--- src/rtl/crtclt_pkg.sv ---
// Shared types, constants and helpers of the CRTC line timing block.
package crtclt_pkg;

  localparam int VisibleLinesDefault = 272;

  // Bus decode.
  localparam logic [15:0] ADDR_DECODE_MASK = 16'hBF00;
  localparam logic [15:0] ADDR_SELECT      = 16'hBC00;
  localparam logic [15:0] ADDR_DATA        = 16'hBD00;

  // Word kinds.
  localparam logic FUNC_BUS_WRITE = 1'b0;
  localparam logic FUNC_TICK      = 1'b1;

  localparam int NumRegs = 16;

  // Frame timing constants.
  localparam logic [8:0] FirstDrawLine = 9'd32;
  localparam logic [8:0] LastFrameLine = 9'd312;
  localparam logic [5:0] IrqPeriod     = 6'd52;
  localparam logic [4:0] VsyncLines    = 5'd16;
  localparam logic [7:0] HCenter       = 8'd50;
  localparam logic [6:0] HEndMax       = 7'd96;
  localparam logic [6:0] HStartReset   = 7'd8;

  typedef struct packed {
    logic        func;
    logic [15:0] bus_addr;
    logic [7:0]  bus_data;
  } crtclt_in_t;

  typedef struct packed {
    logic [8:0]  line_number;
    logic        vsync_active;
    logic        irq_raise;
    logic        draw_valid;
    logic [8:0]  draw_row;
    logic        border_line;
    logic [16:0] video_addr;
    logic [15:0] raster_addr;
    logic        resync_flag;
    logic [6:0]  x_start;
    logic [6:0]  x_end;
  } crtclt_out_t;

  // Register values that the line timing logic needs.
  typedef struct packed {
    logic [7:0] r1;
    logic [7:0] r4;
    logic [7:0] r6;
    logic [7:0] r7;
    logic [7:0] r9;
    logic [7:0] r12;
    logic [7:0] r13;
  } crtclt_geom_t;

  // Per-tick status from the timing counters.
  typedef struct packed {
    logic [8:0]  line_number;
    logic        vsync_active;
    logic        irq_raise;
    logic        draw_valid;
    logic [8:0]  draw_row;
    logic        border_line;
    logic [16:0] video_addr;
    logic [15:0] raster_addr;
    logic        resync_flag;
  } crtclt_timing_t;

  // Bits that each register actually implements.
  function automatic logic [7:0] write_mask(input logic [3:0] idx);
    logic [7:0] m;
    case (idx)
      4'd4, 4'd6, 4'd7, 4'd10: m = 8'h7F;
      4'd5, 4'd9, 4'd11:       m = 8'h1F;
      4'd8:                    m = 8'hF3;
      4'd12, 4'd14:            m = 8'h3F;
      default:                 m = 8'hFF;
    endcase
    return m;
  endfunction

endpackage

--- src/rtl/crtc_line_timing.sv ---
// Top level of the CRTC line timing block: handshake and result register.
// Each input word is a bus write or one scanline tick and yields exactly one
// result word. The block takes one word per clock: the state counters and
// registers update at the edge that accepts a word, and the result is held in
// a single output register, so a word is accepted whenever that register is
// empty or being read in the same cycle. The result becomes valid in the cycle
// after the word is accepted. The result shows the line counter, sync and
// interrupt state, the draw row with its video and raster addresses, and the
// horizontal window after the word. There is no clearing pass after reset.
module crtc_line_timing #(
  parameter int VISIBLE_LINES = crtclt_pkg::VisibleLinesDefault
) (
  input  logic                   clk,
  input  logic                   rst,
  input  logic                   in_valid,
  output logic                   in_ready,
  input  crtclt_pkg::crtclt_in_t  in_data,
  output logic                   out_valid,
  input  logic                   out_ready,
  output crtclt_pkg::crtclt_out_t out_data
);

  logic                       accept;
  logic                       is_tick;
  crtclt_pkg::crtclt_geom_t   geom;
  crtclt_pkg::crtclt_timing_t status;
  logic [6:0]                 hstart_next;
  logic [6:0]                 hend_next;
  crtclt_pkg::crtclt_out_t    result;

  assign in_ready = !out_valid || out_ready;
  assign accept   = in_valid && in_ready;
  assign is_tick  = in_data.func == crtclt_pkg::FUNC_TICK;

  crtclt_regs u_regs (
    .clk         (clk),
    .rst         (rst),
    .step        (accept && !is_tick),
    .bus_addr    (in_data.bus_addr),
    .bus_data    (in_data.bus_data),
    .geom        (geom),
    .hstart_next (hstart_next),
    .hend_next   (hend_next)
  );

  crtclt_timing #(
    .VISIBLE_LINES (VISIBLE_LINES)
  ) u_timing (
    .clk    (clk),
    .rst    (rst),
    .tick   (accept && is_tick),
    .geom   (geom),
    .status (status)
  );

  always_comb begin
    result.line_number  = status.line_number;
    result.vsync_active = status.vsync_active;
    result.irq_raise    = status.irq_raise;
    result.draw_valid   = status.draw_valid;
    result.draw_row     = status.draw_row;
    result.border_line  = status.border_line;
    result.video_addr   = status.video_addr;
    result.raster_addr  = status.raster_addr;
    result.resync_flag  = status.resync_flag;
    result.x_start      = hstart_next;
    result.x_end        = hend_next;
  end

  always_ff @(posedge clk) begin
    if (rst) begin
      out_valid <= 1'b0;
    end else if (accept) begin
      out_valid <= 1'b1;
    end else if (out_ready) begin
      out_valid <= 1'b0;
    end
  end

  always_ff @(posedge clk) begin
    if (accept) begin
      out_data <= result;
    end
  end

endmodule

--- src/rtl/crtclt_regs.sv ---
// Register file, register select and horizontal window calculation.
module crtclt_regs (
  input  logic                    clk,
  input  logic                    rst,
  input  logic                    step,
  input  logic [15:0]             bus_addr,
  input  logic [7:0]              bus_data,
  output crtclt_pkg::crtclt_geom_t geom,
  output logic [6:0]              hstart_next,
  output logic [6:0]              hend_next
);

  logic [7:0] regs [crtclt_pkg::NumRegs];
  logic [7:0] regs_next [crtclt_pkg::NumRegs];
  logic [4:0] reg_select;
  logic [4:0] reg_select_next;
  logic [6:0] hstart;
  logic [6:0] hend;
  logic [15:0] addr_dec;
  logic [6:0] s_calc;
  logic [9:0] e_calc;

  assign addr_dec = bus_addr & crtclt_pkg::ADDR_DECODE_MASK;

  always_comb begin
    regs_next = regs;
    reg_select_next = reg_select;
    if (step) begin
      if (addr_dec == crtclt_pkg::ADDR_SELECT) begin
        reg_select_next = bus_data[4:0];
      end else if (addr_dec == crtclt_pkg::ADDR_DATA && !reg_select[4]) begin
        regs_next[reg_select[3:0]] = bus_data & crtclt_pkg::write_mask(reg_select[3:0]);
      end
    end
  end

  // The window is recomputed on every bus write from the updated registers.
  always_comb begin
    s_calc = (regs_next[2] < crtclt_pkg::HCenter)
           ? {crtclt_pkg::HCenter[5:0] - regs_next[2][5:0], 1'b0} : 7'd0;
    e_calc = {3'd0, s_calc} + {1'b0, regs_next[1], 1'b0};
    if (step) begin
      hstart_next = s_calc;
      hend_next   = (e_calc > {3'd0, crtclt_pkg::HEndMax}) ? crtclt_pkg::HEndMax : e_calc[6:0];
    end else begin
      hstart_next = hstart;
      hend_next   = hend;
    end
  end

  always_ff @(posedge clk) begin
    if (rst) begin
      for (int i = 0; i < crtclt_pkg::NumRegs; i++) begin
        regs[i] <= (i == 0) ? 8'h00 : 8'hFF;
      end
      reg_select <= 5'd0;
      hstart     <= crtclt_pkg::HStartReset;
      hend       <= 7'd0;
    end else begin
      regs       <= regs_next;
      reg_select <= reg_select_next;
      hstart     <= hstart_next;
      hend       <= hend_next;
    end
  end

  assign geom.r1  = regs[1];
  assign geom.r4  = regs[4];
  assign geom.r6  = regs[6];
  assign geom.r7  = regs[7];
  assign geom.r9  = regs[9];
  assign geom.r12 = regs[12];
  assign geom.r13 = regs[13];

endmodule

--- src/rtl/crtclt_timing.sv ---
// Raster, character row, address, vertical sync and interrupt counters.
module crtclt_timing #(
  parameter int VISIBLE_LINES = crtclt_pkg::VisibleLinesDefault
) (
  input  logic                      clk,
  input  logic                      rst,
  input  logic                      tick,
  input  crtclt_pkg::crtclt_geom_t   geom,
  output crtclt_pkg::crtclt_timing_t status
);

  localparam logic [9:0] DrawEnd = 10'(VISIBLE_LINES + 32);

  logic [4:0]  vbl_length, vbl_length_next;
  logic [6:0]  char_row, char_row_next;
  logic [4:0]  raster_row, raster_row_next;
  logic [8:0]  line_count, line_count_next;
  logic [15:0] mem_addr, mem_addr_next;
  logic [1:0]  sync_delay, sync_delay_next;
  logic [5:0]  irq_line_count, irq_line_count_next;
  logic        vsync_level, vsync_level_next;
  logic        resync_pending, resync_pending_next;

  always_comb begin
    vbl_length_next     = vbl_length;
    char_row_next       = char_row;
    raster_row_next     = raster_row;
    line_count_next     = line_count;
    mem_addr_next       = mem_addr;
    sync_delay_next     = sync_delay;
    irq_line_count_next = irq_line_count;
    vsync_level_next    = vsync_level;
    resync_pending_next = resync_pending;
    status.irq_raise    = 1'b0;
    status.draw_valid   = 1'b0;
    status.draw_row     = 9'd0;
    status.border_line  = 1'b0;
    status.video_addr   = 17'd0;
    status.raster_addr  = 16'd0;
    if (tick) begin
      // Sync length counts down and sticks at zero; sync drops on the last step.
      if (vbl_length != 5'd0) begin
        vbl_length_next = vbl_length - 5'd1;
        if (vbl_length == 5'd1) begin
          vsync_level_next = 1'b0;
        end
      end
      line_count_next = line_count + 9'd1;

      if ({3'd0, raster_row} == geom.r9) begin
        raster_row_next = 5'd0;
        char_row_next   = char_row + 7'd1;
        mem_addr_next   = mem_addr + {8'd0, geom.r1};
      end else begin
        raster_row_next = raster_row + 5'd1;
      end

      if ({2'd0, char_row_next} == {1'b0, geom.r4} + 9'd1) begin
        raster_row_next = 5'd0;
        char_row_next   = 7'd0;
        mem_addr_next   = {geom.r12, geom.r13};
      end

      if ({1'b0, char_row_next} == geom.r7 && raster_row_next == 5'd0) begin
        line_count_next     = 9'd0;
        vbl_length_next     = crtclt_pkg::VsyncLines;
        sync_delay_next     = 2'd2;
        vsync_level_next    = 1'b1;
        resync_pending_next = 1'b1;
      end else if (line_count_next >= crtclt_pkg::FirstDrawLine
                   && {1'b0, line_count_next} < DrawEnd) begin
        status.draw_valid = 1'b1;
        status.draw_row   = line_count_next - crtclt_pkg::FirstDrawLine;
        if ({1'b0, char_row_next} < geom.r6) begin
          status.video_addr = {mem_addr_next, 1'b0};
        end else begin
          status.border_line = 1'b1;
        end
        status.raster_addr = {raster_row_next, 11'd0} | {mem_addr_next[13:12], 14'd0};
      end else if (line_count_next > crtclt_pkg::LastFrameLine) begin
        line_count_next     = 9'd0;
        resync_pending_next = 1'b0;
      end

      // After vsync the interrupt counter resyncs on the following line.
      irq_line_count_next = irq_line_count + 6'd1;
      if (sync_delay_next == 2'd0) begin
        if (irq_line_count_next == crtclt_pkg::IrqPeriod) begin
          irq_line_count_next = 6'd0;
          status.irq_raise    = 1'b1;
        end
      end else begin
        sync_delay_next = sync_delay_next - 2'd1;
        if (sync_delay_next == 2'd0) begin
          status.irq_raise    = irq_line_count_next[5];
          irq_line_count_next = 6'd0;
        end
      end
    end
    status.line_number  = line_count_next;
    status.vsync_active = vsync_level_next;
    status.resync_flag  = resync_pending_next;
  end

  always_ff @(posedge clk) begin
    if (rst) begin
      vbl_length     <= crtclt_pkg::VsyncLines;
      char_row       <= 7'd0;
      raster_row     <= 5'd0;
      line_count     <= 9'd0;
      mem_addr       <= 16'd0;
      sync_delay     <= 2'd0;
      irq_line_count <= 6'd0;
      vsync_level    <= 1'b0;
      resync_pending <= 1'b0;
    end else begin
      vbl_length     <= vbl_length_next;
      char_row       <= char_row_next;
      raster_row     <= raster_row_next;
      line_count     <= line_count_next;
      mem_addr       <= mem_addr_next;
      sync_delay     <= sync_delay_next;
      irq_line_count <= irq_line_count_next;
      vsync_level    <= vsync_level_next;
      resync_pending <= resync_pending_next;
    end
  end

endmodule

--- config.mk ---
export PLATFORM = sky130hd
export DESIGN_NAME = crtc_line_timing
export DESIGN_NICKNAME = d
export VERILOG_FILES = /design/src/rtl/crtclt_pkg.sv /design/src/rtl/crtc_line_timing.sv /design/src/rtl/crtclt_regs.sv /design/src/rtl/crtclt_timing.sv
export SDC_FILE = /design/constraint.sdc
export NUM_CORES = 1
export LEC_CHECK = 0
export ABC_AREA = 1
export CORE_MARGIN = 5
export CORE_UTILIZATION = 45
export DETAILED_ROUTE_END_ITERATION = 7
export DONT_BUFFER_PORTS = 1
export GPL_ROUTABILITY_DRIVEN = 1
export GPL_TIMING_DRIVEN = 0
export PLACE_DENSITY = 0.72
export SLEW_MARGIN = 10
export SYNTH_ARGS = -nofsm -noshare
export SYNTH_HDL_FRONTEND = slang
export SYNTH_HIERARCHICAL = 1
export SYNTH_SLANG_ARGS = --single-unit
export TNS_END_PERCENT = 30
--- constraint.sdc ---
create_clock -name clk -period 5.32 [get_ports clk]
set_input_delay 0.266 -clock clk [delete_from_list [all_inputs] [get_ports clk]]
set_output_delay 0.266 -clock clk [all_outputs]
set_load 0.01 [all_outputs]
After elaboration in Yosys (flattened, before gate mapping)
Memory sizes are Yosys's and may differ from the RTL's. A register that Yosys moved wholly into a read port is not among the register bits. Index checks and enable logic that the tools add are counted.

Output and inout bits: 72. Flip-flop bits (word level): 270. Memories: 1. ROM bits: 80.

Memory list: (no name shown) (depth 16, width 5, read ports 1, clocked after memory_dff 1, write ports 0, line crtclt_pkg.sv:73) `case (idx)`.

$add $sub $neg: 11. Reduce and logical (&&, ||, !) cells: 23. $lt $le $gt $ge: 8. Equal/unequal tests: 7. Mux-type cells: 53. Bitwise gates (word level): 7.

Operator list (number): $mux 120 (3); $bwmux 128 (1); $mux 7 (8); $mux 16 (3); $mux 44 (1); $mux 9 (4); $demux 8 s4 (1); $mux 8 (4); $mux 5 (5); $mux 6 (3); $mux 17 (1); $add 16x8->16 (1); $or 16x16->16 (1); $eq 7x7->1 const B (2); $mux 1 (14); $add 7x9->10 (1); $gt 10x7->1 const B (1); $add 8x1->9 const B (1); $add 9x1->9 const B (1); $eq 7x9->1 (1); $ge 9x6->1 const B (1); $gt 9x9->1 const B (1); $lt 9x9->1 const B (1); $sub 9x6->9 const B (1); 31 further kinds (48).

Longest topological paths before layout
Gate-level depths: netlist of run 1.

Word-level depth: 16. Depth in mapped cells: 29. Gate-level depth less buffers: 28.

Hierarchy
The synthesis of run 1 kept the hierarchy.

Modules (own cells, without submodules): crtclt_timing (area an instance 4818.4 µm², sequential area each 1041.0 µm², cells an instance 775, instances 1); crtclt_regs (area an instance 4182.8 µm², sequential area each 1741.7 µm², cells an instance 549, instances 1); crtc_line_timing (area an instance 2162.1 µm², sequential area each 2122.0 µm², cells an instance 80, instances 1).

Least setup slack after synthesis of run 1
No wires, ideal clock.

Path kind: register to register. From: register out_valid. To: register out_data[6] in the netlist's numbering, data pin. Stages on the path, launching flop included: 24. Required time: 5.063 ns. Data arrival time: 3.232 ns. Slack: 1.831 ns. Library setup time: 0.257 ns. Cells stage by stage: dfxtp_1 > nand2_2 > nand2_2 > nor2_1 > buf_4 > nand2_1 > nor2_2 > buf_4 > nand4_1 > nand2_1 > nand3_2 > a21oi_4 > inv_1 > nor2_1 > ha_1 > fa_1 > nand3_1 > nand2_1 > a21oi_1 > or2_2 > o21ai_1 > nand2_1 > o22ai_1 > inv_1.

Word-level cells in the longest chain between the ends: 11. Elaborated cells between the ends (all ways): 12.

RTL lines: from (decl) (line crtc_line_timing.sv:18) `output logic out_valid,`; from (signal assigned) (line crtc_line_timing.sv:72) `out_valid <= 1'b0;`; from (signal assigned) (line crtc_line_timing.sv:74) `out_valid <= 1'b1;`; from (signal assigned) (line crtc_line_timing.sv:76) `out_valid <= 1'b0;`; $logic_not 1->1 (*) (line crtc_line_timing.sv:31) `assign in_ready = !out_valid || out_ready;`; $logic_or 1x1->1 (*) (line crtc_line_timing.sv:31); via in_ready (line crtc_line_timing.sv:16) `output logic in_ready,`; $logic_and 1x1->1 (*) (line crtc_line_timing.sv:32) `assign accept = in_valid && in_ready;`; $logic_and 1x1->1 (*) (line crtc_line_timing.sv:38) `.step (accept && !is_tick),`; $mux 120 (line crtclt_regs.sv:28) `if (step) begin`; $lt 8x6->1 or $sub 6x6->6 (tied branches) (line crtclt_regs.sv:39, crtclt_regs.sv:40); $mux 7 (line crtclt_regs.sv:40) `? {crtclt_pkg::HCenter[5:0] - regs_next[2][5:0], 1'b0} : 7'd0;`; $add 7x9->10 (line crtclt_regs.sv:41) `e_calc = {3'd0, s_calc} + {1'b0, regs_next[1], 1'b0};`; $gt 10x7->1 (line crtclt_regs.sv:44) `hend_next = (e_calc > {3'd0, crtclt_pkg::HEndMax}) ? crtclt_pkg::HEndMax : e_calc[6:0];`; $mux 7 (line crtclt_regs.sv:44); $mux 7 (*) (line crtclt_regs.sv:42) `if (step) begin`; via hend_next[6] (line crtc_line_timing.sv:28) `logic [6:0] hend_next;`; to (signal assigned) (line crtc_line_timing.sv:82) `out_data <= result;`; to (decl) (line crtc_line_timing.sv:20) `output crtclt_pkg::crtclt_out_t out_data`.

The timed path passes the listed nets; every way through them passes the cells marked *. A chain may end at the register's enable or synchronous reset.

Final worst setup path of run 1
Same ends and word-level chain as after synthesis.

==> results of run 1 <==
-- flip-flops by register name (all words and copies together), names as in the netlist, 6 cells and up, named ones only --
| name | count |
|---|---|
| out_data | 70 |
| u_regs/hstart | 7 |
| u_timing/line_count | 9 |
| u_timing/mem_addr | 16 |
| u_regs/geom | 56 |
| u_timing/char_row | 7 |
| u_timing/irq_line_count | 6 |
| u_regs/hend | 7 |
| u_regs/regs | 8 |
-- Yosys cell counts (2+ instances only) --
cell | number | area, sq um
buf_6 | 6 | 67.6
ha_1 | 33 | 413
inv_1 | 163 | 612
nand2_2 | 7 | 43.8
nor2_1 | 89 | 334
fa_1 | 2 | 40.0
o211ai_1 | 57 | 428
nor3_2 | 19 | 190
edfxtp_1 | 70 | 2100
nor2_2 | 4 | 25.0
xnor2_1 | 7 | 61.3
o22ai_1 | 2 | 12.5
nor3_1 | 19 | 95.1
nand3_1 | 64 | 320
clkbuf_1 | 35 | 131
a31oi_1 | 3 | 18.8
nand3_2 | 6 | 60.1
nand3b_1 | 9 | 67.6
o21ai_0 | 44 | 220
o21ai_1 | 5 | 25.0
o31ai_1 | 2 | 15.0
buf_4 | 72 | 541
nand3_4 | 2 | 35.0
nor2_4 | 6 | 67.6
inv_2 | 8 | 30.0
nor4_1 | 2 | 12.5
nand2_1 | 356 | 1340
nand4_1 | 42 | 263
or2_2 | 7 | 43.8
a21oi_1 | 81 | 405
buf_2 | 5 | 25.0
xor2_1 | 24 | 210
clkinv_1 | 2 | 7.51
dfxtp_1 | 140 | 2800
-- repair_timing --
item / in CTS / in global routing
resized for setup: 0 / 0
setup buffers: 0 / 0
hold buffers: 5 / 0
hold endpoints to repair: 13 / 0
-- cell type report --
type,instances,share of cell area [%]
clock buffer,30,5.24
tap,324,3.26
inverter,173,5.24
multi-input combinational,913,39.2
sequential,210,39.4
clock inverter,11,0.864
buffer,119,6.17
timing repair buffer,6,0.623
-- cells by family after synthesis --
| family | synth area share [%] |
|---|---|
| other | 0.0336 |
| adder cells (fa/ha/maj) | 4.06 |
| multiplexers | 0.0897 |
| AO/OA/AOI/OAI | 10.5 |
| buffers and inverters | 12.7 |
| AND/OR/NAND/NOR | 26.3 |
| flip-flops | 43.9 |
| XOR/XNOR | 2.43 |
-- path summary, 6_finish.rpt --
check | cells past startpoint | slack (ps) | end | from
max | 23 | 1250 | out_data[6] | out_valid
min | 5 | 100 | u_regs/reg_select[2] | in_data[17]
max reg2reg | 23 | 1250 | out_data[6] | out_valid
min reg2reg | 2 | 440 | u_regs/hstart[0] | u_regs/hstart[0]
-- worst reg2reg max path, delay by kind of cell (launching register included) --
family,cells,cell delay (ps)
simple gates,13,1680
compound gates,4,810
buf+inv,4,560
fa+ha+maj,2,450
flops,1,350
-- power by group through the flow --
stage	Combinational, W	Clock (W)	Sequential, W
2_1_floorplan	0.000128	0	0.00177
3_3_place_gp	0.000168	0	0.00178
3_5_place_dp	0.000175	0	0.00178
4_1_cts	0.000181	0.00164	0.00174
5_1_grt	0.000203	0.00171	0.00174
6_report	0.000180	0.00160	0.00174
-- per-stage QoR --
step                      hold WS, ps  setup WS, ps  util, %  area (sq um)
after global routing              117           781     51.0         12400
after global placement            339          1300     47.6         11600
after detailed placement          348          1210     47.7         11600
final                            96.0          1250     51.0         12400
after floorplan                   335          1830        -         11200
after CTS                        67.8          1200     51.0         12400
-- metal layers --
| layer | GRT usage [%] | up-vias | wire, um |
|---|---|---|---|
| met4 | 4.34 | 0 | 515 |
| met2 | 30.2 | 230 | 12200 |
| met1 | 24.3 | 4138 | 11900 |
| li1 | - | 4639 | - |
| met5 | 0 | - | 0 |
| met3 | 3.25 | 36 | 1490 |
==> out/qor.yml, run 1 <==
layout:
  drive_gt1_share_pct: 12.6
  nFillCells: 2303
  multi_input_area_sq_mm: 0.00488
  layoutNonFillerInstCount: 1786
  final_common_cell: "nand2_1"
  syn_to_final_growth_pct: 11.5
  finalNetCount: 1510
  register_area_sq_mm: 0.00490
  layout_common_cells: "356 x nand2_1, 162 x inv_1, 140 x dfxtp_1"
  antenna_cells: 0
run:
  cap_violations: 0
synthesis:
  ys.flop_type: "dfxtp_1"
  yosysSeqAreaShare_pct: 43.9
  synth_edf_count: 70
  syn_area_sq_mm: 0.0112
  synth-warning-count: 6
  synthArstFlopShare_pct: 0
  syn_avg_cell_area_sq_um: 7.95
  synth-seq-cells: 210
  synth_cells: 1404
  synth_cell_type_count: 45
floorplan:
  die_h_um: 168
  fp-row-count: 57
  core_area_sq_mm: 0.0244
  initial_core_util_pct: 45.8
  num_io_pins: 101
  die_area_sq_mm: 0.0281
  die_w_um: 168
setup_path:
  critPathMaxStageDelay_ps: 350
  path_buf_inv: 4
  crit_top_cell: "nand2_1"
  critPathCaptureType: "flop"
  crit_fanout: 10
  worstSetupPathType: "flop to flop"
  cpLargestDelayFamily: "simple AND/OR/NAND/NOR gates"
  critPathLaunchType: "flop"
  cpMaxStageDelayCell: "dfxtp_1"
  cp.required_ps: 5570
  crit_arrival_ps: 4330
  crit_chain: "nand2_2 -> nand2_2 -> nor2_1 -> buf_4 -> nand2_1 -> nor2_2 -> buf_4 -> nand4_1 -> nand2_1 -> nand3_2 -> a21oi_4 -> inv_1 -> nor2_1 -> ha_1 -> fa_1 -> nand3_1 -> nand2_1 -> a21oi_1 -> or2_2 -> o21ai_1 -> nand2_1 -> o22ai_1 -> inv_1"
timing:
  hold_violations: 0
  fin_crit_ps: 4070
  finalCritPeriodShare_pct: 76.6
  rsz0062_at_grt: "no"
  maxSlewViolCount: 0
  clock_skew_ps: 12.8
  max_freq_ghz: 0.245
  setup_viol: 0
  tns_ps: 0
  worst_slew_pin_slew_ps: 739
  slew_headroom_pct: 50.5
place:
  place_inst: 1740
  gp_congestion: 0.903
  port_buffers: 0
  dpl.hpwl_um: 19300
min_path:
  holdCritPathClass: "input pin to flop"
grt:
  overflow: 0
  grt_max_degree: 57
  grt_pass1_vias: 8416
  grt_pass1_wl_um: 42500
  antenna_found_initial: 0
  grt_use_total_pct: 18.0
drt:
  drt_iter0_drc: 601
  wl_per_cell_um: 14.6
  wl_um: 26100
  drc: 0
  routed_via_density: 5.06
  ant_nets: 0
  vias: 9043
  drt_pass1_iterations: 5
pwr:
  sw_frac_of_total_pct: 22.9
  ir_worst_vdd_mv: 0.193
  seq_power_share_pct: 49.5
  power_switching_w: 0.000806
  internal_power_w: 0.00271
  comb_power_share_pct: 5.1
  pwr-share-clk_pct: 45.4
  total_leakage_power_nw: 5.81
  totalPowerFinal_w: 0.00352
  powerDensity_mw_per_mm2: 283
cts:
  numCtsBuffers: 23
  root_buffer: "clkbuf_16"
  cts.clk_slew.worst_paths_ps: 60
  clock_path_buffers: 3
  clk_latency_ps: 510
  clock-sinks: 210
  cts_max_level: 1
  cts_tree: "yes"
run_status:
  run_status: "finished clean"
No activity file was read; power rests on OpenSTA's default activity.
==> inputs of run 2 (changes only) <==
--- a/config.mk
+++ b/config.mk
@@ -12,7 +12,7 @@
 export DONT_BUFFER_PORTS = 1
 export GPL_ROUTABILITY_DRIVEN = 1
 export GPL_TIMING_DRIVEN = 0
-export PLACE_DENSITY = 0.72
+export PLACE_DENSITY = 0.74
 export SLEW_MARGIN = 10
 export SYNTH_ARGS = -nofsm -noshare
 export SYNTH_HDL_FRONTEND = slang
==> constraint.sdc (replaced) <==
create_clock -name clk -period 3.7 [get_ports clk]
set_input_delay 0.185 -clock clk [delete_from_list [all_inputs] [get_ports clk]]
set_output_delay 0.185 -clock clk [all_outputs]
set_load 0.01 [all_outputs]
==> run 2 against run 1 <==
  * Largest cell class is now multi-input combinational cells
  * Register-to-register slack got worse by 1100 ps
  * Critical endpoint unchanged
  * Combinational power grew 51%
  * Count of clock-buffer cells in the layout grew 1
  * Total power grew 40%
  * Sequential share of layout area is 1.3 points lower
  * Critical path type unchanged
==> out/qor.yml, run 2 (synthesized netlist as in run 1, its figures left out) <==
drt:
  ant_nets: 0  # unchanged
  vias: 9305  # +2.9%
  routed_via_density: 5.15  # +1.7%
  wl_um: 27100  # +4.1%
  wl_per_cell_um: 15.0  # +2.9%
  drc: 0  # unchanged
  drt_iter0_drc: 780  # +30%
  drt_pass1_iterations: 5  # unchanged
layout:
  syn_to_final_growth_pct: 15.4
  fin_area_sq_mm: 0.0129  # +3.5%
  finalNetCount: 1531  # +1.4%
  final_common_cell: "nand2_1"
  layout_common_cells: "338 x nand2_1, 159 x inv_1, 138 x dfxtp_1"
  antenna_cells: 0  # unchanged
  drive_gt1_share_pct: 16.6  # +4.0 points
  largest_register: "out_data"
  largest_reg_flops: 70  # unchanged
floorplan:
  core_area_sq_mm: 0.0244  # unchanged
  num_io_pins: 101  # unchanged
  die_w_um: 168  # unchanged
  fp-row-count: 57  # unchanged
  initial_core_util_pct: 45.8  # unchanged
  die_area_sq_mm: 0.0281  # unchanged
  die_h_um: 168  # unchanged
timing:
  finalCritPeriodShare_pct: 96.8  # +20 points
  clock_skew_ps: 9.15  # -3.65 ps
  fin_crit_ps: 3580  # -492 ps
  setup_viol: 0  # unchanged
  tns_ps: 0  # unchanged
  hold_violations: 0  # unchanged
  rsz0062_at_grt: "yes"
  slew_headroom_pct: 48.7  # -1.9 points
  fin_hold_ws_ps: 48.1  # -47.9 ps
  maxSlewViolCount: 0  # unchanged
  max_freq_ghz: 0.279  # +14%
  worst_slew_pin_slew_ps: 770  # +30.5 ps
setup_path:
  critPathCaptureType: "flop"
  crit_arrival_ps: 3830  # -500 ps
  path_buf_inv: 3  # -1
  cpLargestDelayFamily: "simple AND/OR/NAND/NOR gates"
  crit_fanout: 6  # -4
  cpMaxStageDelayCell: "fa_2"
  cp.required_ps: 3950  # -1620 ps
  worstSetupPathType: "flop to flop"
  critPathLaunchType: "flop"
  critPathMaxStageDelay_ps: 420  # +70 ps
  crit_chain: "nand2_4 -> nand2_4 -> nor2_4 -> nand2_2 -> nor2_4 -> nand3_4 -> buf_8 -> nand2_4 -> nand2_4 -> nor2_4 -> a21oi_4 -> inv_2 -> nor2_2 -> ha_2 -> fa_2 -> nand3_2 -> nand2_2 -> a21oi_2 -> or2_4 -> nor2_2 -> nor2_4 -> nand2_1 -> o22ai_2 -> inv_1"
place:
  gp_congestion: 0.917  # +1.6%
  port_buffers: 0  # unchanged
  post_dp_cell_area_sq_mm: 0.0116  # unchanged
  dpl.hpwl_um: 19200  # -0.61%
cts:
  cts.clk_slew.worst_paths_ps: 60  # about the same
  clock_path_buffers: 3  # unchanged
  clock-sinks: 210  # unchanged
  clk_latency_ps: 500  # about the same
  cts_max_level: 1  # unchanged
  cts_tree: "yes"
  numCtsBuffers: 22  # -4.3%
  root_buffer: "clkbuf_16"
grt:
  grt_pass1_vias: 8629  # +2.5%
  antenna_found_initial: 0  # unchanged
  overflow: 0  # unchanged
  grt_max_degree: 55  # -3.5%
  grt_use_total_pct: 18.2  # +0.13 points
  grt_pass1_wl_um: 43200  # +1.8%
pwr:
  powerDensity_mw_per_mm2: 381  # +35%
  ir_worst_vdd_mv: 0.276  # +43%
  total_leakage_power_nw: 5.96  # +2.5%
min_path:
  holdCritPathClass: "input pin to flop"
run_status:
  run_status: "finished clean"
run:
  cap_violations: 0  # unchanged
## run 2: worst reg2reg max path, stage by stage, from the launching register on
cell	delay, ps
dfxtp_4	360
nand2_4	100
nand2_4	80
nor2_4	200
nand2_2	90
nor2_4	170
nand3_4	130
buf_8	180
nand2_4	70
nand2_4	70
nor2_4	140
a21oi_4	80
inv_2	110
nor2_2	50
ha_2	200
fa_2	420
nand3_2	80
nand2_2	60
a21oi_2	120
or2_4	140
nor2_2	50
nor2_4	180
nand2_1	80
o22ai_2	140
inv_1	50
## run 2: final timing paths
path	from	endpoint	slack, ps	depth (start not counted)
hold reg to reg	u_regs/hend[0]	u_regs/hend[0]	440	2
setup reg to reg	out_valid	out_data[6]	120	24
hold / removal	in_data[0]	u_regs/geom[32]	50	2
setup / recovery	out_valid	out_data[6]	120	24
## run 2: cell type report
cell class | instances | area (sq um)
Buffer | 118 | 778
Clock buffer | 31 | 636
Clock inverter | 9 | 67.6
Fill cell | 2234 | 11500
Inverter | 173 | 652
Multi-Input combinational cell | 913 | 5160
Sequential cell | 210 | 4910
Tap cell | 324 | 405
Timing Repair Buffer | 29 | 275
## run 2: repair_timing
item,4_1_cts,5_1_grt
hold buffers,9,0
gates cloned,0,2
pin swaps,4,28
buffers inserted,3,14
setup endpoints to repair,15,25
endpoints found under the hold margin,15,0
gates resized for setup,15,69
## run 2: stage by stage
stage | utilization, % | power, W | instances | setup slack [ps]
global route | 52.8 | 0.00510 | 1807 | -145
floorplan | - | 0.00272 | 1415 | 211
CTS | 51.3 | 0.00496 | 1792 | 8.19
finish | 52.8 | 0.00491 | 1807 | 118
global placement | 47.6 | 0.00280 | 1739 | -318
detailed placement | 47.7 | 0.00280 | 1740 | -408
## run 2: where the power goes
part           switching (W)  internal (W)  leakage (nW)
registers          0.0000588       0.00244          1.83
clock network       0.000874       0.00126         0.343
logic               0.000188     0.0000836          3.78
## run 2: metal layers
metal	wire length, um	part of all wire, %	track usage (%)	vias up
met4	547	2.0	3.81	0
li1	-	-	-	4681
met5	0	0	0	-
met1	12300	45	24.7	4261
met3	1620	6.0	3.25	53
met2	12600	47	30.5	310
==> inputs of run 3 (changes only) <==
--- a/config.mk
+++ b/config.mk
@@ -13,9 +13,7 @@
 export GPL_ROUTABILITY_DRIVEN = 1
 export GPL_TIMING_DRIVEN = 0
 export PLACE_DENSITY = 0.74
-export SLEW_MARGIN = 10
 export SYNTH_ARGS = -nofsm -noshare
 export SYNTH_HDL_FRONTEND = slang
-export SYNTH_HIERARCHICAL = 1
 export SYNTH_SLANG_ARGS = --single-unit
 export TNS_END_PERCENT = 30
==> run 3 against run 2 <==
  * The flow now finishes with violations (negative setup slack)
  * Sequential cell count shrank 12
  * Total power shrank 7.9%
  * Sequential share of layout area rose by 0.30 points
  * Area after synthesis decreased by 8.5%
  * Design area is 7.9% lower
  * Worst hold slack better by 17 ps
  * Die area shrank 8.0%
  * Global-route usage is 2.0 points higher
  * Combinational power up 37%
  * Final cell count shrank 8.5%
  * Critical path type unchanged
  * Highest routed layer unchanged
==> out/qor.yml, run 3 <==
drt:
  drt_pass1_iterations: 5  # unchanged
  vias: 8782  # -5.6%
  drc: 0  # unchanged
  routed_via_density: 5.31  # +3.2%
  drt_iter0_drc: 706  # -9.5%
  ant_nets: 0  # unchanged
  wl_um: 26700  # -1.8%
  wl_per_cell_um: 16.1  # +7.4%
timing:
  setup_viol: 12  # +12
  tns_ps: -2310  # -2310 ps
  clock_skew_ps: 11.7  # +2.53 ps
  maxSlewViolCount: 0  # unchanged
  rsz0062_at_grt: "yes"
  setup_slack_ps: -231  # -349 ps
  hold_violations: 0  # unchanged
  max_freq_ghz: 0.254  # -8.9%
  slew_headroom_pct: 35.3  # -13 points
  worst_slew_pin_slew_ps: 968  # +198 ps
  finalCritPeriodShare_pct: 106  # +9.4 points
  fin_crit_ps: 3930  # +349 ps
setup_path:
  critPathCaptureType: "flop"
  worstSetupPathType: "flop to flop"
  worst-r2r-cell-count: 23  # -4.2%
  critPathLaunchType: "flop"
  crit_fanout: 5  # -1
  cp.required_ps: 3910  # -40 ps
  crit_arrival_ps: 4140  # +310 ps
synthesis:
  syn_avg_cell_area_sq_um: 7.91  # -0.49%
  ys.flop_type: "dfxtp_1"
  synth-adder-area-share_pct: 4.43  # +0.38 points
  synth_top_family_by_area: "simple AND/OR/NAND/NOR gates"
  yosys.area_share.simple_pct: 25.1  # -1.1 points
  synthArstFlopShare_pct: 0  # unchanged
  synth_area_leader_cell: "dfxtp_1"
  synth_commonest_cells: "313 x nand2_1, 170 x inv_1, 140 x dfxtp_1"
  yosysMostFrequentCell: "nand2_1"
  synth_edf_count: 58  # -17%
  synth-seq-cells: 198  # -5.7%
  synth_top_area_share_pct: 27.4  # +2.3 points
  yosysSeqAreaShare_pct: 44.5  # +0.55 points
  synth_xor_area_share_pct: 2.83  # +0.40 points
  synth_cell_type_count: 51  # +13%
  synth_compound_area_share_pct: 13.2  # +2.7 points
  synth-warning-count: 0  # -6
  synth_cells: 1291  # -8.0%
  ys_top_cells_by_area: "dfxtp_1 27%, edfxtp_1 17%, nand2_1 12%"
  synthMuxAreaShare_pct: 0.0980  # +0.0083 points
  syn_area_sq_mm: 0.0102  # -8.5%
place:
  dp_worst_setup_slack_ps: -763  # -355 ps
  port_buffers: 0  # unchanged
  gp_congestion: 0.920  # +0.33%
  post_dp_cell_area_sq_mm: 0.0107  # -8.2%
  dpl.hpwl_um: 18700  # -2.8%
  place_inst: 1588  # -8.7%
layout:
  fin_area_sq_mm: 0.0119  # -7.9%
  multi_input_area_sq_mm: 0.00507  # -1.8%
  finalNetCount: 1419  # -7.3%
  layout_common_cells: "304 x nand2_1, 163 x inv_1, 133 x dfxtp_1"
  nFillCells: 2032  # -9.0%
  utilization_pct: 52.7  # -0.12 points
  largest_reg_flops: 58  # -17%
  largest_register: "out_data"
  syn_to_final_growth_pct: 16.1
  final_common_cell: "nand2_1"
  register_area_sq_mm: 0.00456  # -7.2%
  layoutNonFillerInstCount: 1653  # -8.5%
  drive_gt1_share_pct: 14.8  # -1.8 points
  antenna_cells: 0  # unchanged
floorplan:
  num_io_pins: 101  # unchanged
  die_h_um: 161  # -4.1%
  initial_core_util_pct: 45.4  # -0.37 points
  fp-row-count: 55  # -3.5%
  die_w_um: 161  # -4.1%
  core_area_sq_mm: 0.0225  # -7.7%
  die_area_sq_mm: 0.0258  # -8.0%
grt:
  grt_use_total_pct: 20.1  # +2.0 points
  grt_pass1_vias: 8212  # -4.8%
  overflow: 0  # unchanged
  antenna_found_initial: 1  # +1
  grt_max_degree: 44  # -20%
  grt_pass1_wl_um: 42100  # -2.6%
pwr:
  total_leakage_power_nw: 5.50  # -7.6%
  powerDensity_mw_per_mm2: 382  # about the same
  ir_worst_vdd_mv: 0.323  # +17%
cts:
  root_buffer: "clkbuf_16"
  numCtsBuffers: 17  # -23%
  cts_max_level: 4  # +3
  cts.clk_slew.worst_paths_ps: 70  # about the same
  clk_latency_ps: 450  # -50 ps
  cts_tree: "yes"
  clock_path_buffers: 2  # -1
  clock-sinks: 198  # -5.7%
min_path:
  holdCritPathClass: "input pin to flop"
  min_path_cells: 2  # unchanged
run_status:
  failed_checks: "negative setup slack"
  run_status: "finished with violations"
run:
  cap_violations: 0  # unchanged
## run 3: cell types whose count changed in the layout (fill, tap and decap cells not counted), sizes merged, moves of 7 or more
cell | previous run | this run
buf | 103 | 52
nand2 | 364 | 320
nand4 | 42 | 19
o21ai | 49 | 68
nor3b | 0 | 18
nor3 | 38 | 22
edfxtp | 70 | 58
inv | 171 | 181
nand3 | 72 | 62
clkbuf | 66 | 57
o21bai | 1 | 10
nor2 | 100 | 93
## run 3: what timing repair did
action,in CTS,in global routing
setup buffers,24,3
pin swaps,22,23
resized for setup,47,41
endpoints found under the hold margin,6,0
endpoints found under the setup margin,22,26
gates cloned,1,0
hold buffers,6,0
## run 3: worst paths after layout
path / from / to / slack [ps]
max: out_valid / out_data[5] / -230
min: in_data[1] / u_regs.geom[49] / 60
max reg2reg: out_valid / out_data[5] / -230
min reg2reg: u_regs.hstart[0] / u_regs.hstart[0] / 450
## run 3: cell families (layout without fill, tap and decap cells)
family,count (synthesis),count (layout)
xor+xnor,33,33
mux,1,1
flops,198,198
compound gates,229,229
other cells,1,12
buf+inv,239,305
simple gates,555,555
fa+ha+maj,35,35
## run 3: critical path, stage by stage (launching register included)
cell and delay, ps:
dfxtp_4 360, nand2_4 90, nand2_4 60, nor2_4 170
inv_4 60, nor2_4 110, nand4_1 200, buf_6 220
o21a_2 230, inv_2 100, ha_4 150, nor2_4 50
nor3b_4 240, ha_4 260, a21oi_2 160, nand2_2 90
a21oi_2 160, o21ai_2 100, xor2_2 160, nor3b_4 170
nor4_4 280, nand3_1 140, o21ai_2 90, inv_1 50
## run 3: cell type report
class                           instances  area share, %
Buffer                                 59           2.91
Tap cell                              285           3.01
Sequential cell                       198           38.4
Inverter                              179           5.69
Multi-Input combinational cell        865           42.7
Timing Repair Buffer                   35           2.54
Clock inverter                         11          0.823
Clock buffer                           21           3.88
## run 3: routing by layer
metal	vias up	GRT usage, %	part of all wire [%]
met5	-	0	0
li1	4347	-	-
met1	4106	26.9	45
met3	45	4.39	6.0
met2	284	32.6	47
met4	0	6.34	2.1
## run 3: where the power goes
group          internal, W  switching [W]  total [W]
logic             0.000124       0.000248   0.000371
clock network     0.000966       0.000835    0.00180
registers          0.00229      0.0000585    0.00235
## run 3: metrics by stage
stage	hold WS [ps]	power, W
finish	64.8	0.00452
floorplan	315	0.00265
global route	86.6	0.00470
CTS	75.6	0.00452
global placement	323	0.00274
detailed placement	329	0.00275
